===== config.mk =====
export PLATFORM = sky130hd
export DESIGN_NAME = float_window_pose_matcher
export DESIGN_NICKNAME = d
export VERILOG_FILES = /design/src/hdl/fwpm_pkg.sv /design/src/hdl/fwpm_xdev.sv /design/src/hdl/fwpm_mag.sv /design/src/hdl/float_window_pose_matcher.sv
export VERILOG_INCLUDE_DIRS = /design/src /design/src/hdl
export SDC_FILE = /design/constraint.sdc
export NUM_CORES = 2
export LEC_CHECK = 0
export CAP_MARGIN = 25
export CORE_MARGIN = 3
export CORE_UTILIZATION = 65
export DETAILED_ROUTE_END_ITERATION = 7
export DONT_BUFFER_PORTS = 1
export PLACE_DENSITY = 0.9
export SLEW_MARGIN = 20
export SYNTH_ARGS = -nofsm -noshare
export SYNTH_HDL_FRONTEND = slang
export SYNTH_SLANG_ARGS = --single-unit

===== constraint.sdc =====
create_clock -name clk -period 45.4 [get_ports clk]
set_clock_uncertainty 0.1 [all_clocks]
set_input_delay 9.08 -clock clk [delete_from_list [all_inputs] [get_ports clk]]
set_output_delay 9.08 -clock clk [all_outputs]
set_load 0.005 [all_outputs]

===== src/hdl/float_window_pose_matcher_macros.svh =====
// assertion macros for the matcher rtl
`ifndef FLOAT_WINDOW_POSE_MATCHER_MACROS_SVH
`define FLOAT_WINDOW_POSE_MATCHER_MACROS_SVH
`ifndef SYNTH
`define FWPM_ASSERT(lbl, cond, msg) \
	lbl: assert property (@(posedge clk) disable iff (!arst_n) (cond)) else $error(msg);
`define FWPM_ASSERT_IMP(lbl, ante, cons, msg) \
	lbl: assert property (@(posedge clk) disable iff (!arst_n) (ante) |-> (cons)) else $error(msg);
`define FWPM_ASSERT_NXT(lbl, ante, cons, msg) \
	lbl: assert property (@(posedge clk) disable iff (!arst_n) (ante) |=> (cons)) else $error(msg);
`else
`define FWPM_ASSERT(lbl, cond, msg)
`define FWPM_ASSERT_IMP(lbl, ante, cons, msg)
`define FWPM_ASSERT_NXT(lbl, ante, cons, msg)
`endif
`endif


===== src/hdl/fwpm_pkg.sv =====
package fwpm_pkg;

	localparam int unsigned MATCH_LIMIT_DEF = 5000;

	localparam int unsigned WORD_W = 32;
	localparam int unsigned ADDR_W = 48;
	localparam int unsigned PADDR_W = 3;

	// register indexes (paddr[2])
	localparam logic REG_EXPECTED_X = 1'b0;
	localparam logic REG_TOLERANCE = 1'b1;

	localparam logic [31:0] TOL_RESET = 32'h41F0_0000; // 30.0
	localparam logic [31:0] F_NEG_100 = 32'hC2C8_0000;
	localparam logic [31:0] F_POS_100 = 32'h42C8_0000;
	localparam logic [31:0] F_NEG_1P1 = 32'hBF8C_CCCD;
	localparam logic [31:0] F_POS_1P1 = 32'h3F8C_CCCD;
	localparam logic [31:0] F_POS_0P9 = 32'h3F66_6666;
	localparam logic [31:0] F_POS_INF = 32'h7F80_0000;

	function automatic logic f_is_nan(input logic [31:0] a);
		return (&a[30:23]) & (|a[22:0]);
	endfunction

	// monotonic key for non-nan floats, both zeros map together
	function automatic logic [31:0] f_key(input logic [31:0] a);
		logic [31:0] z;
		z = (a[30:0] == 31'd0) ? 32'd0 : a;
		return z[31] ? ~z : {1'b1, z[30:0]};
	endfunction

	// a < b for non-nan operands
	function automatic logic f_lt(input logic [31:0] a, input logic [31:0] b);
		return f_key(a) < f_key(b);
	endfunction

	function automatic logic [4:0] lzc27(input logic [26:0] v);
		logic [4:0] n;
		n = 5'd27;
		for (int i = 0; i < 27; i++) begin
			if (v[i]) n = 5'(26 - i);
		end
		return n;
	endfunction

endpackage


===== src/hdl/fwpm_xdev.sv =====
// |x - expected_x| <= tolerance, two stages: align/add then normalize/round/compare
module fwpm_xdev (
	input  logic        clk,
	input  logic        arst_n,
	input  logic        adv,
	input  logic [31:0] px,
	input  logic [31:0] ex,
	input  logic [31:0] tol,
	output logic        xok_s3
);
	logic        px_inf, ex_inf, ex_nan, swap, sub;
	logic [31:0] big, sml;
	logic [7:0]  e_big, e_sml, dd;
	logic [23:0] m_big, m_sml;
	logic [26:0] a27, s27, b27;
	logic [27:0] sum;

	logic [27:0] sum_s2;
	logic [7:0]  ebig_s2;
	logic        pass_s2, inf_s2;

	always_comb begin
		px_inf = (&px[30:23]) & ~(|px[22:0]);
		ex_inf = (&ex[30:23]) & ~(|ex[22:0]);
		ex_nan = fwpm_pkg::f_is_nan(ex);
		sub = (px[31] == ex[31]);
		swap = px[30:0] < ex[30:0];
		big = swap ? ex : px;
		sml = swap ? px : ex;
		e_big = (big[30:23] == 8'd0) ? 8'd1 : big[30:23];
		e_sml = (sml[30:23] == 8'd0) ? 8'd1 : sml[30:23];
		m_big = {|big[30:23], big[22:0]};
		m_sml = {|sml[30:23], sml[22:0]};
		dd = e_big - e_sml;
		a27 = {m_big, 3'b000};
		s27 = {m_sml, 3'b000};
		if (dd >= 8'd27) begin
			b27 = {26'd0, |m_sml};
		end else begin
			b27 = (s27 >> dd) | {26'd0, |(s27 & ((27'd1 << dd) - 27'd1))};
		end
		sum = sub ? ({1'b0, a27} - {1'b0, b27}) : ({1'b0, a27} + {1'b0, b27});
	end

	always_ff @(posedge clk) begin
		if (adv) begin
			sum_s2 <= sum;
			ebig_s2 <= e_big;
			// nan difference passes, inf minus inf included
			pass_s2 <= ex_nan | (px_inf & ex_inf & sub);
			inf_s2 <= (px_inf | ex_inf) & ~(ex_nan | (px_inf & ex_inf & sub));
		end
	end

	logic [4:0]  lz, sh;
	logic [7:0]  emx;
	logic [26:0] nrm;
	logic [9:0]  e, ef;
	logic        up;
	logic [24:0] m25;
	logic [23:0] mf;
	logic [31:0] dabs;
	logic        xok;

	always_comb begin
		lz = fwpm_pkg::lzc27(sum_s2[26:0]);
		emx = ebig_s2 - 8'd1;
		sh = ({3'd0, lz} > emx) ? emx[4:0] : lz;
		if (sum_s2[27]) begin
			nrm = {sum_s2[27:2], sum_s2[1] | sum_s2[0]};
			e = {2'd0, ebig_s2} + 10'd1;
		end else begin
			nrm = sum_s2[26:0] << sh;
			e = {2'd0, ebig_s2} - {5'd0, sh};
		end
		up = nrm[2] & (nrm[1] | nrm[0] | nrm[3]);
		m25 = {1'b0, nrm[26:3]} + {24'd0, up};
		if (m25[24]) begin
			mf = m25[24:1];
			ef = e + 10'd1;
		end else begin
			mf = m25[23:0];
			ef = e;
		end
		if (!mf[23]) ef = 10'd0;
		if (inf_s2 || ef >= 10'd255) begin
			dabs = fwpm_pkg::F_POS_INF;
		end else begin
			dabs = {1'b0, ef[7:0], mf[22:0]};
		end
		xok = pass_s2 | fwpm_pkg::f_is_nan(tol) | ~fwpm_pkg::f_lt(tol, dabs);
	end

	always_ff @(posedge clk or negedge arst_n) begin
		if (!arst_n) begin
			xok_s3 <= 1'b0;
		end else if (adv) begin
			xok_s3 <= xok;
		end
	end
endmodule


===== src/hdl/fwpm_mag.sv =====
// sine^2 + cosine^2 in [0.9, 1.1]: multiply, round squares, add/round/compare
module fwpm_mag (
	input  logic        clk,
	input  logic        arst_n,
	input  logic        adv,
	input  logic [31:0] sine,
	input  logic [31:0] cosine,
	output logic        mok_s4
);
	logic [47:0] ps_s2, pc_s2;
	logic [7:0]  es_s2, ec_s2;

	always_ff @(posedge clk) begin
		if (adv) begin
			ps_s2 <= {1'b1, sine[22:0]} * {1'b1, sine[22:0]};
			pc_s2 <= {1'b1, cosine[22:0]} * {1'b1, cosine[22:0]};
			es_s2 <= sine[30:23];
			ec_s2 <= cosine[30:23];
		end
	end

	// square of a normal value, results below the normal range flush to zero
	function automatic logic [31:0] sq_round(input logic [7:0] ex, input logic [47:0] p);
		logic [22:0] m;
		logic        g, st, up;
		logic signed [10:0] eq;
		logic [23:0] mr;
		if (p[47]) begin
			m = p[46:24];
			g = p[23];
			st = |p[22:0];
			eq = $signed({2'b00, ex, 1'b0}) - 11'sd126;
		end else begin
			m = p[45:23];
			g = p[22];
			st = |p[21:0];
			eq = $signed({2'b00, ex, 1'b0}) - 11'sd127;
		end
		up = g & (st | m[0]);
		mr = {1'b0, m} + {23'd0, up};
		if (mr[23]) eq = eq + 11'sd1;
		if (ex == 8'd0 || eq <= 11'sd0) return 32'd0;
		if (eq >= 11'sd255) return fwpm_pkg::F_POS_INF;
		return {1'b0, eq[7:0], mr[22:0]};
	endfunction

	logic [31:0] ss_s3, cc_s3;

	always_ff @(posedge clk) begin
		if (adv) begin
			ss_s3 <= sq_round(es_s2, ps_s2);
			cc_s3 <= sq_round(ec_s2, pc_s2);
		end
	end

	logic [31:0] big, sml, mag;
	logic [7:0]  dd;
	logic [49:0] a50, b50;
	logic [50:0] s51;
	logic [22:0] m;
	logic        g, st, up;
	logic [8:0]  e;
	logic [23:0] mr;
	logic        mok;

	always_comb begin
		big = (ss_s3[30:0] < cc_s3[30:0]) ? cc_s3 : ss_s3;
		sml = (ss_s3[30:0] < cc_s3[30:0]) ? ss_s3 : cc_s3;
		dd = big[30:23] - sml[30:23];
		a50 = {1'b1, big[22:0], 26'd0};
		b50 = {1'b1, sml[22:0], 26'd0} >> dd;
		s51 = {1'b0, a50} + {1'b0, b50};
		if (s51[50]) begin
			m = s51[49:27];
			g = s51[26];
			st = |s51[25:0];
			e = {1'b0, big[30:23]} + 9'd1;
		end else begin
			m = s51[48:26];
			g = s51[25];
			st = |s51[24:0];
			e = {1'b0, big[30:23]};
		end
		up = g & (st | m[0]);
		mr = {1'b0, m} + {23'd0, up};
		if (mr[23]) e = e + 9'd1;
		// a small addend far below the lsb leaves the larger value
		if (sml[30:0] == 31'd0 || dd > 8'd26) begin
			mag = big;
		end else begin
			mag = {1'b0, e[7:0], mr[22:0]};
		end
		mok = ~fwpm_pkg::f_lt(mag, fwpm_pkg::F_POS_0P9) &
			~fwpm_pkg::f_lt(fwpm_pkg::F_POS_1P1, mag);
	end

	always_ff @(posedge clk or negedge arst_n) begin
		if (!arst_n) begin
			mok_s4 <= 1'b0;
		end else if (adv) begin
			mok_s4 <= mok;
		end
	end
endmodule


===== src/hdl/float_window_pose_matcher.sv =====
// path: a match goes through window capture, payload stages and the output register
// throughput: one word per cycle; the whole pipeline advances together and halts only
// while a result waits on m_axis with tready low
// reset: arst_n clears window fill, match count, valid flags and both registers
// (expected x = +0.0, tolerance = 30.0)
`include "float_window_pose_matcher_macros.svh"
module float_window_pose_matcher #(
	parameter int unsigned MATCH_LIMIT = fwpm_pkg::MATCH_LIMIT_DEF
) (
	input  logic         clk,
	input  logic         arst_n,
	input  logic         s_axis_tvalid,
	output logic         s_axis_tready,
	input  logic [79:0]  s_axis_tdata,  // word_bits[31:0], word_addr[79:32]
	input  logic         s_axis_tuser,  // region_start
	output logic         m_axis_tvalid,
	input  logic         m_axis_tready,
	// match_addr[47:0], pos_x_bits[79:48], pos_y_bits[111:80], sine_bits[143:112],
	// cosine_bits[175:144]
	output logic [175:0] m_axis_tdata,
	input  logic         psel,
	input  logic         penable,
	input  logic         pwrite,
	input  logic [fwpm_pkg::PADDR_W-1:0] paddr,
	input  logic [31:0]  pwdata,
	output logic [31:0]  prdata,
	output logic         pready
);
	localparam int unsigned CNT_W = $clog2(MATCH_LIMIT + 1);

	// ---------------- configuration registers ----------------
	logic [31:0] target_x_q, tolerance_q;

	assign pready = 1'b1;

	always_ff @(posedge clk or negedge arst_n) begin
		if (!arst_n) begin
			target_x_q <= 32'd0;
			tolerance_q <= fwpm_pkg::TOL_RESET;
		end else if (psel && penable && pwrite && pready) begin
			unique case (paddr[2])
				fwpm_pkg::REG_EXPECTED_X: target_x_q <= pwdata;
				fwpm_pkg::REG_TOLERANCE:  tolerance_q <= pwdata;
				default: ;
			endcase
		end
	end

	always_comb begin
		unique case (paddr[2])
			fwpm_pkg::REG_EXPECTED_X: prdata = target_x_q;
			fwpm_pkg::REG_TOLERANCE:  prdata = tolerance_q;
			default: prdata = 32'd0;
		endcase
	end

	// ---------------- pipeline advance ----------------
	// every stage moves when the output register is free or being drained
	logic adv;
	assign adv = ~m_axis_tvalid | m_axis_tready;
	assign s_axis_tready = adv;

	logic in_acc;
	assign in_acc = s_axis_tvalid & s_axis_tready;

	logic [31:0] in_word;
	logic [47:0] in_addr;
	assign in_word = s_axis_tdata[31:0];
	assign in_addr = s_axis_tdata[79:32];

	// ---------------- sliding window ----------------
	logic [31:0] win_q [3];
	logic [1:0]  fill_q;
	logic [1:0]  fill_eff;

	// region start empties the window before the new word goes in
	assign fill_eff = s_axis_tuser ? 2'd0 : fill_q;

	always_ff @(posedge clk or negedge arst_n) begin
		if (!arst_n) begin
			fill_q <= 2'd0;
		end else if (in_acc) begin
			fill_q <= (fill_eff == 2'd3) ? 2'd3 : fill_eff + 2'd1;
		end
	end

	always_ff @(posedge clk) begin
		if (in_acc) begin
			win_q[0] <= win_q[1];
			win_q[1] <= win_q[2];
			win_q[2] <= in_word;
		end
	end

	// ---------------- stage 1: window capture ----------------
	logic        v_s1;
	logic [31:0] x_s1, y_s1, sn_s1, cs_s1;
	logic [47:0] addr_s1;

	always_ff @(posedge clk or negedge arst_n) begin
		if (!arst_n) begin
			v_s1 <= 1'b0;
		end else if (adv) begin
			v_s1 <= in_acc && (fill_eff == 2'd3);
		end
	end

	always_ff @(posedge clk) begin
		if (adv) begin
			x_s1 <= win_q[0];
			y_s1 <= win_q[1];
			sn_s1 <= win_q[2];
			cs_s1 <= in_word;
			addr_s1 <= in_addr - 48'd12;
		end
	end

	// nan and range screens, all plain compares
	logic rng_ok;
	always_comb begin
		rng_ok = ~fwpm_pkg::f_is_nan(x_s1) & ~fwpm_pkg::f_is_nan(y_s1) &
			~fwpm_pkg::f_is_nan(sn_s1) & ~fwpm_pkg::f_is_nan(cs_s1);
		rng_ok = rng_ok &
			~fwpm_pkg::f_lt(y_s1, fwpm_pkg::F_NEG_100) &
			~fwpm_pkg::f_lt(fwpm_pkg::F_POS_100, y_s1) &
			~fwpm_pkg::f_lt(sn_s1, fwpm_pkg::F_NEG_1P1) &
			~fwpm_pkg::f_lt(fwpm_pkg::F_POS_1P1, sn_s1) &
			~fwpm_pkg::f_lt(cs_s1, fwpm_pkg::F_NEG_1P1) &
			~fwpm_pkg::f_lt(fwpm_pkg::F_POS_1P1, cs_s1);
	end

	// ---------------- arithmetic units ----------------
	logic xok_s3, mok_s4;

	fwpm_xdev u_xdev (
		.clk    (clk),
		.arst_n (arst_n),
		.adv    (adv),
		.px     (x_s1),
		.ex     (target_x_q),
		.tol    (tolerance_q),
		.xok_s3 (xok_s3)
	);

	fwpm_mag u_mag (
		.clk    (clk),
		.arst_n (arst_n),
		.adv    (adv),
		.sine   (sn_s1),
		.cosine (cs_s1),
		.mok_s4 (mok_s4)
	);

	// ---------------- stages 2..4: payload and flags ----------------
	logic         v_s2, v_s3, v_s4;
	logic         rok_s2, rok_s3, ok_s4;
	logic [175:0] pl_s2, pl_s3, pl_s4;

	always_ff @(posedge clk or negedge arst_n) begin
		if (!arst_n) begin
			v_s2 <= 1'b0;
			v_s3 <= 1'b0;
			v_s4 <= 1'b0;
			rok_s2 <= 1'b0;
			rok_s3 <= 1'b0;
			ok_s4 <= 1'b0;
		end else if (adv) begin
			v_s2 <= v_s1;
			v_s3 <= v_s2;
			v_s4 <= v_s3;
			rok_s2 <= rng_ok;
			rok_s3 <= rok_s2;
			ok_s4 <= rok_s3 & xok_s3;
		end
	end

	always_ff @(posedge clk) begin
		if (adv) begin
			pl_s2 <= {cs_s1, sn_s1, y_s1, x_s1, addr_s1};
			pl_s3 <= pl_s2;
			pl_s4 <= pl_s3;
		end
	end

	// ---------------- match count and output register ----------------
	logic [CNT_W-1:0] match_count_q;
	logic [CNT_W-1:0] count_inc;
	logic             hit;

	assign count_inc = match_count_q + CNT_W'(1);

	// count check sits at the last stage so windows are judged in order
	assign hit = v_s4 & ok_s4 & mok_s4 & (match_count_q < CNT_W'(MATCH_LIMIT));

	always_ff @(posedge clk or negedge arst_n) begin
		if (!arst_n) begin
			match_count_q <= '0;
			m_axis_tvalid <= 1'b0;
		end else if (adv) begin
			m_axis_tvalid <= hit;
			if (hit) match_count_q <= count_inc;
		end
	end

	always_ff @(posedge clk) begin
		if (adv) m_axis_tdata <= pl_s4;
	end

	`FWPM_ASSERT(a_count_cap, match_count_q <= CNT_W'(MATCH_LIMIT), "match count above limit")
	`FWPM_ASSERT_NXT(a_count_step, adv && hit, match_count_q == $past(count_inc), "no count step")
	`FWPM_ASSERT_IMP(a_out_counted, m_axis_tvalid, match_count_q != '0, "result without count")
	`FWPM_ASSERT_NXT(a_win_full, in_acc && (fill_eff != 2'd3), !v_s1, "window before full")
endmodule

# ---- Yosys cells after proc, flatten, opt, wreduce, memory -nomap -nowiden
# Memories as Yosys holds them, arrays and structs flattened. A register that Yosys moved wholly into a read port is not among the register bits.
# Cells that the tools add are included.
dict set report word_totals {
  register_bits 1151
  ramBits 96
  in_bits 123
  out_inout_bits 211
  wordCells 299
  mem_count 1
}
# memory words width rd rd_clocked_by_memory_dff wr line_no
set memory_table {}
lappend memory_table {win_q 3 32 3 1 3 float_window_pose_matcher.sv:72} ;# logic [31:0] win_q [3];
dict set report op_classes {
  add_sub_neg 25
  mul 2
  magnitude_cmp 20
  n_eq_ne 2
  n_shift 4
  n_mux 103
  n_bitwise 67
  n_reduce_logical 43
}
# op count
set op_table {}
lappend op_table {{two-way mux 32 bit} 21}
lappend op_table {{zero test 31 bit} 7}
lappend op_table {{inverter 32 bit} 6}
lappend op_table {{OR reduction 23 bit} 8}
lappend op_table {{two-way mux 31 bit} 5}
lappend op_table {{< comparator 32 bit (first input constant)} 4}
lappend op_table {{two-way mux 23 bit} 5}
lappend op_table {{multiplier 24 x 24 -> 48 bit} 2}
lappend op_table {{two-way mux 11 bit} 8}
lappend op_table {{two-way mux 5 bit} 17}
lappend op_table {{adder 23 x 1 -> 24 bit} 3}
lappend op_table {{< comparator 32 x 31 -> 1 bit (second input constant)} 2}
lappend op_table {{case mux 32 bit (2 select lines)} 1}
lappend op_table {{< comparator 31 bit} 2}
lappend op_table {{two-way mux 27 bit} 2}
lappend op_table {{adder 50 x 50 -> 51 bit} 1}
lappend op_table {{right shift 50 x 8 -> 50 bit} 1}
lappend op_table {{AND reduction 8 bit} 6}
lappend op_table {{subtractor 48 x 4 -> 48 bit (second input constant)} 1}
lappend op_table {{OR reduction 22 bit} 2}
lappend op_table {{subtractor 9 x 7 -> 10 bit (second input constant)} 4}
lappend op_table {{zero test 8 bit} 4}
lappend op_table {{< comparator 32 x 30 -> 1 bit (second input constant)} 1}
lappend op_table {{< comparator 32 bit} 1}
lappend op_table {{other kinds (46)} 152}

# ---- Longest topological paths before layout
dict set report logic_depth {
  ltp_word 47
  ltp_mapped 56
  depth_no_buf 47
}

# ---- Hierarchy
# From an unflattened synthesis, not the netlist that was laid out.
dict set report unflattened {
  cells_unflattened 8420
  hier_area_um2 94679.6
}
# mod instances cells_each area_each_um2 seq_area_each_um2
set modules_own_cells {}
lappend modules_own_cells {fwpm_mag 1 4968 46123.0 5190.0}
lappend modules_own_cells {float_window_pose_matcher 1 1537 34971.0 31492.7}
lappend modules_own_cells {fwpm_xdev 1 1915 13585.5 1166.1}

# ---- Worst setup path before layout
# OpenSTA, ideal clock, no wires.
dict set report synth_path {
  kind {input -> register}
  startpoint {in m_axis_tready}
  endpoint {reg fill_q[1]}
  setup_ns 0.268
  arrival_time_ns 37.890
  required_ns 45.032
  slack_ns 7.141
  stages 6
  path_buffers 1
  cell_sequence {nor2b_1 -> clkinv_1 -> and2_1 -> clkbuf_1 -> a21oi_1 -> a21oi_1}
}
dict set report synth_between {
  elab_chain_cells 2
}
# item line_no
set synth_lines {}
lappend synth_lines {{from (decl)} float_window_pose_matcher.sv:17} ;# input logic m_axis_tready,
lappend synth_lines {{bitwise OR 1 bit} float_window_pose_matcher.sv:60} ;# assign adv = ~m_axis_tvalid | m_axis_tready;
lappend synth_lines {{net s_axis_tready} float_window_pose_matcher.sv:13} ;# output logic s_axis_tready,
lappend synth_lines {{bitwise AND 1 bit} float_window_pose_matcher.sv:64} ;# assign in_acc = s_axis_tvalid & s_axis_tready;
lappend synth_lines {{net in_acc} float_window_pose_matcher.sv:63} ;# logic in_acc;
lappend synth_lines {{to (signal assigned)} float_window_pose_matcher.sv:83} ;# fill_q <= (fill_eff == 2'd3) ? 2'd3 : fill_eff + 2'd1;
lappend synth_lines {{to (decl)} float_window_pose_matcher.sv:73} ;# logic [1:0] fill_q;
# The timed path passes the listed nets, and every way through them passes these cells.
# A chain may end at the register's enable or synchronous reset.

# ---- Final worst setup path
dict set report layout_path {
  startpoint {in paddr[2] in the netlist's numbering}
  endpoint {out prdata[3]}
}
dict set report layout_between {
  elab_chain_cells 2
}
# item line_no
set layout_lines {}
lappend layout_lines {{from (decl)} float_window_pose_matcher.sv:24} ;# input logic [fwpm_pkg::PADDR_W-1:0] paddr,
lappend layout_lines {{inverter 1 bit} float_window_pose_matcher.sv:50} ;# unique case (paddr[2])
lappend layout_lines {{case mux 32 bit (2 select lines) (*)} float_window_pose_matcher.sv:50}
lappend layout_lines {{to (decl)} float_window_pose_matcher.sv:26} ;# output logic [31:0] prdata,
# Every way passes the cells marked *; elsewhere a longest branch is shown, timed or not.

==> flow_metrics.env <==
export IMPL_crit_chain="o21ai_0"
export IMPL_dr_first_iter_drc_count=9586
export IMPL_synth_fa_ha_area_share_pct=26.1
export IMPL_final_hold_violation_count=0
export IMPL_status="finished with violations"
export IMPL_synth_mux_area_share_pct=3.95
export IMPL_rows=137
export IMPL_nets=9665
export IMPL_place_hpwl_um=189000
export IMPL_critPathKind="input port to output pin"
export IMPL_grt_pass1_wl_um=409000
export IMPL_gp_congestion=1.01
export IMPL_cts_path_max_buffers=3
export IMPL_clkSinkCount=1257
export IMPL_period_share_pct=41.7
export IMPL_htreeDepth=3
export IMPL_cp_max_fo=64
export IMPL_final_antenna_net_count=0
export IMPL_post_cts_buffers=0
export IMPL_critPathBufInv=0
export IMPL_antenna_found_initial=22
export IMPL_start_kind="input port"
export IMPL_clk_pin_slew_ns=0.07
export IMPL_wl_met2_um=125000
export IMPL_highest_layer="met5"
export IMPL_synth_compound_area_share_pct=8.52
export IMPL_dr_pass1_iters=8
export IMPL_final_setup_tns_ns=0
export IMPL_violations="DRC"
export IMPL_root_buffer="clkbuf_16"
export IMPL_postLayoutSetupSlackWorst_ns=26.46
export IMPL_cts_hold_buffers=0
export IMPL_ys_seq_area_share_pct=40.4
export IMPL_cts_resized=0
export IMPL_yosys_warnings=0
export IMPL_drv_cap=0
export IMPL_viasPerCell=6.62
export IMPL_die_h_um=383
export IMPL_ys_ff_latch=1257
export IMPL_slew_viol_final=0
export IMPL_cts_tree="built"
export IMPL_port_buffers=0
export IMPL_fp_dieW_um=383
export IMPL_route_met3_wl_um=34400
export IMPL_clk_latency_ns=0.78
export IMPL_synth_distinct_cells=118
export IMPL_start_util_pct=65.8
export IMPL_min_period_ns=18.94
export IMPL_synth_top_family_by_area="adder cells"
export IMPL_syn_avg_cell_area_um2=11.3
export IMPL_worstHoldPathType="flop to flop"
export IMPL_grt_max_degree=176
export IMPL_wl_per_cell_um=26.9
export IMPL_drc=21
export IMPL_yosys_area_share_simple_pct=11.4
export IMPL_grt_pass1_vias=69600
export IMPL_fp_dieArea_um2=147000
export IMPL_overflow=0
export IMPL_route_vias_total=67100
export IMPL_worstPathArrival_ns=9.76
export IMPL_cts_buffers=117
export IMPL_syn_area_um2=92400
export IMPL_core_um2=140000
export IMPL_finalSetupViolCount=0
export IMPL_endpoint_kind="output pin"
export IMPL_fmax_mhz=52.8
export IMPL_dp_slack_ns=26.50
export IMPL_cp_top_family="compound AO/OA/AOI/OAI gates"
export IMPL_num_io_pins=334
export IMPL_yosys_area_share_xor_xnor_pct=3.68
export IMPL_syn2layout_area_growth_pct=6.74
export IMPL_cp_slowest_cell="o21ai_0"
export IMPL_worstPathRequired_ns=36.22
export IMPL_synth_edf_count=1168
export IMPL_grt_total_usage_pct=36.9
export IMPL_drive_above_1_share_pct=6.60
export IMPL_cpPeakStageDelay_ns=0.67
export IMPL_grt_setup_unrepaired="no"
export IMPL_relSlewSlack_pct=26.4
export IMPL_synth_ff_type="edfxtp_1"
export IMPL_wl_met1_um=88700
export IMPL_worstMarginPinSlew_ns=1.08
export IMPL_syn_nets=9735
export IMPL_synthCells=8197
export IMPL_async_flop_share_pct=7.08
export IMPL_wl_um=273000
==> synthesized netlist by cell type, types with 25 or more instances <==
cell,n,area [µm²]
edfxtp_1,1168,35100
inv_1,1128,4230
fa_1,850,17000
nand2_1,634,2380
ha_1,565,7070
nor2_1,544,2040
a21oi_1,337,1690
xnor2_1,261,2290
and2_1,257,1610
clkbuf_1,246,923
o21ai_0,224,1120
mux2i_1,177,1770
mux2_2,132,1490
xor2_1,127,1110
nor3_1,126,631
nand3_1,123,616
nor4_1,92,576
nand4_1,90,563
dfrtp_1,83,2080
a211oi_1,71,533
a21o_1,69,518
nor2b_1,61,382
nand2b_1,50,313
and3_1,45,282
o211ai_1,45,338
a31oi_1,37,231
o21bai_1,32,240
o31ai_1,32,240
or3_1,32,200
or2_2,29,181
o22ai_1,28,175
a21boi_0,26,195
o21a_1,25,188
==> layout by cell type (no fill, tap or decap), drive strengths merged, types with 25 or more instances in the layout <==
master / instances
xnor2: 261
buf: 103
xor2: 127
nand2b: 50
a31oi: 37
clkinv: 69
dfrtp: 83
o22ai: 30
nand4: 92
and3: 45
and2: 257
or4: 26
clkbuf: 138
diode: 25
mux2i: 177
inv: 1145
o211ai: 45
nor4: 93
mux2: 134
a21boi: 29
a211oi: 74
or3: 32
a21oi: 340
nand2: 634
edfxtp: 1168
fa: 850
o21bai: 32
nor2b: 61
o21a: 25
ha: 565
nor2: 545
o21ai: 241
nor3: 128
o31ai: 33
nand3: 124
or2: 29
a21o: 69
==> routing by layer <==
layer	global-route usage, %	up-vias
met1	42.6	32300
li1	-	28100
met5	0.198	-
met3	12.2	1758
met4	25.3	14
met2	58.5	4962
==> final cells by class <==
class	instances	area, µm²
Antenna cell	25	62.6
Multi-Input combinational cell	5490	49600
Clock buffer	136	3000
Inverter	1155	4340
Fill cell	8902	41800
Clock inverter	82	1060
Tap cell	1876	2350
Timing Repair Buffer	106	906
Sequential cell	1257	37300
==> flip-flops by register name, indices dropped and copies added, names as in the netlist, 7 cells and up <==
register	flops
m_axis_tdata	176
sn_s1	32
u_mag.ps_s2	46
u_mag.ec_s2	7
win_q	96
pl_s3	176
pl_s4	176
u_xdev.sum_s2	28
cs_s1	32
u_mag.pc_s2	46
u_mag.cc_s3	31
u_mag.ss_s3	31
match_count_q	13
tolerance_q	32
u_xdev.ebig_s2	8
addr_s1	48
y_s1	32
x_s1	32
target_x_q	32
pl_s2	169
==> cell families after synthesis <==
group | Yosys count
AOI/OAI and AO/OA | 1190
and+or+nand+nor | 2169
adders and majority gates | 1415
buffers and inverters | 1450
xor gates and xnor gates | 388
muxes | 327
other | 1
DFF | 1257
==> stage by stage <==
| step | instance area (µm²) | util [%] | hold WS [ns] | instances |
|---|---|---|---|---|
| 6_report | 98600 | 70.2 | 0.281 | 10100 |
| 5_1_grt | 98600 | 70.2 | 0.293 | 10100 |
| 3_5_place_dp | 94400 | 67.2 | 0.305 | 9877 |
| 3_3_place_gp | 94300 | 67.2 | 0.300 | 9870 |
| 2_1_floorplan | 92400 | - | 0.300 | 8197 |
| 4_1_cts | 98400 | 70.1 | 0.279 | 10100 |
==> path summary, 6_finish.rpt <==
check,start,end,slack (ns),cells after the start
setup / recovery,paddr[2],prdata[3],26.46,1
hold / removal,addr_s1[25]$_DFFE_PN_,pl_s2[25]$_DFFE_PN_,0.28,0
min in group asynchronous,arst_n,tolerance_q[29]$_DFFE_PN0P_,7.85,0
max in group asynchronous,arst_n,tolerance_q[20]$_DFFE_PN1P_,37.14,0
hold reg to reg,addr_s1[25]$_DFFE_PN_,pl_s2[25]$_DFFE_PN_,0.28,0
setup reg to reg,u_mag.cc_s3[25]$_SDFFCE_PP0N_,u_mag.mok_s4$_DFFE_PN0N_,32.05,44
Power is left out: the tool's default activity adds up to more than one toggle a clock period on the data nets, which glitch-free logic cannot reach.
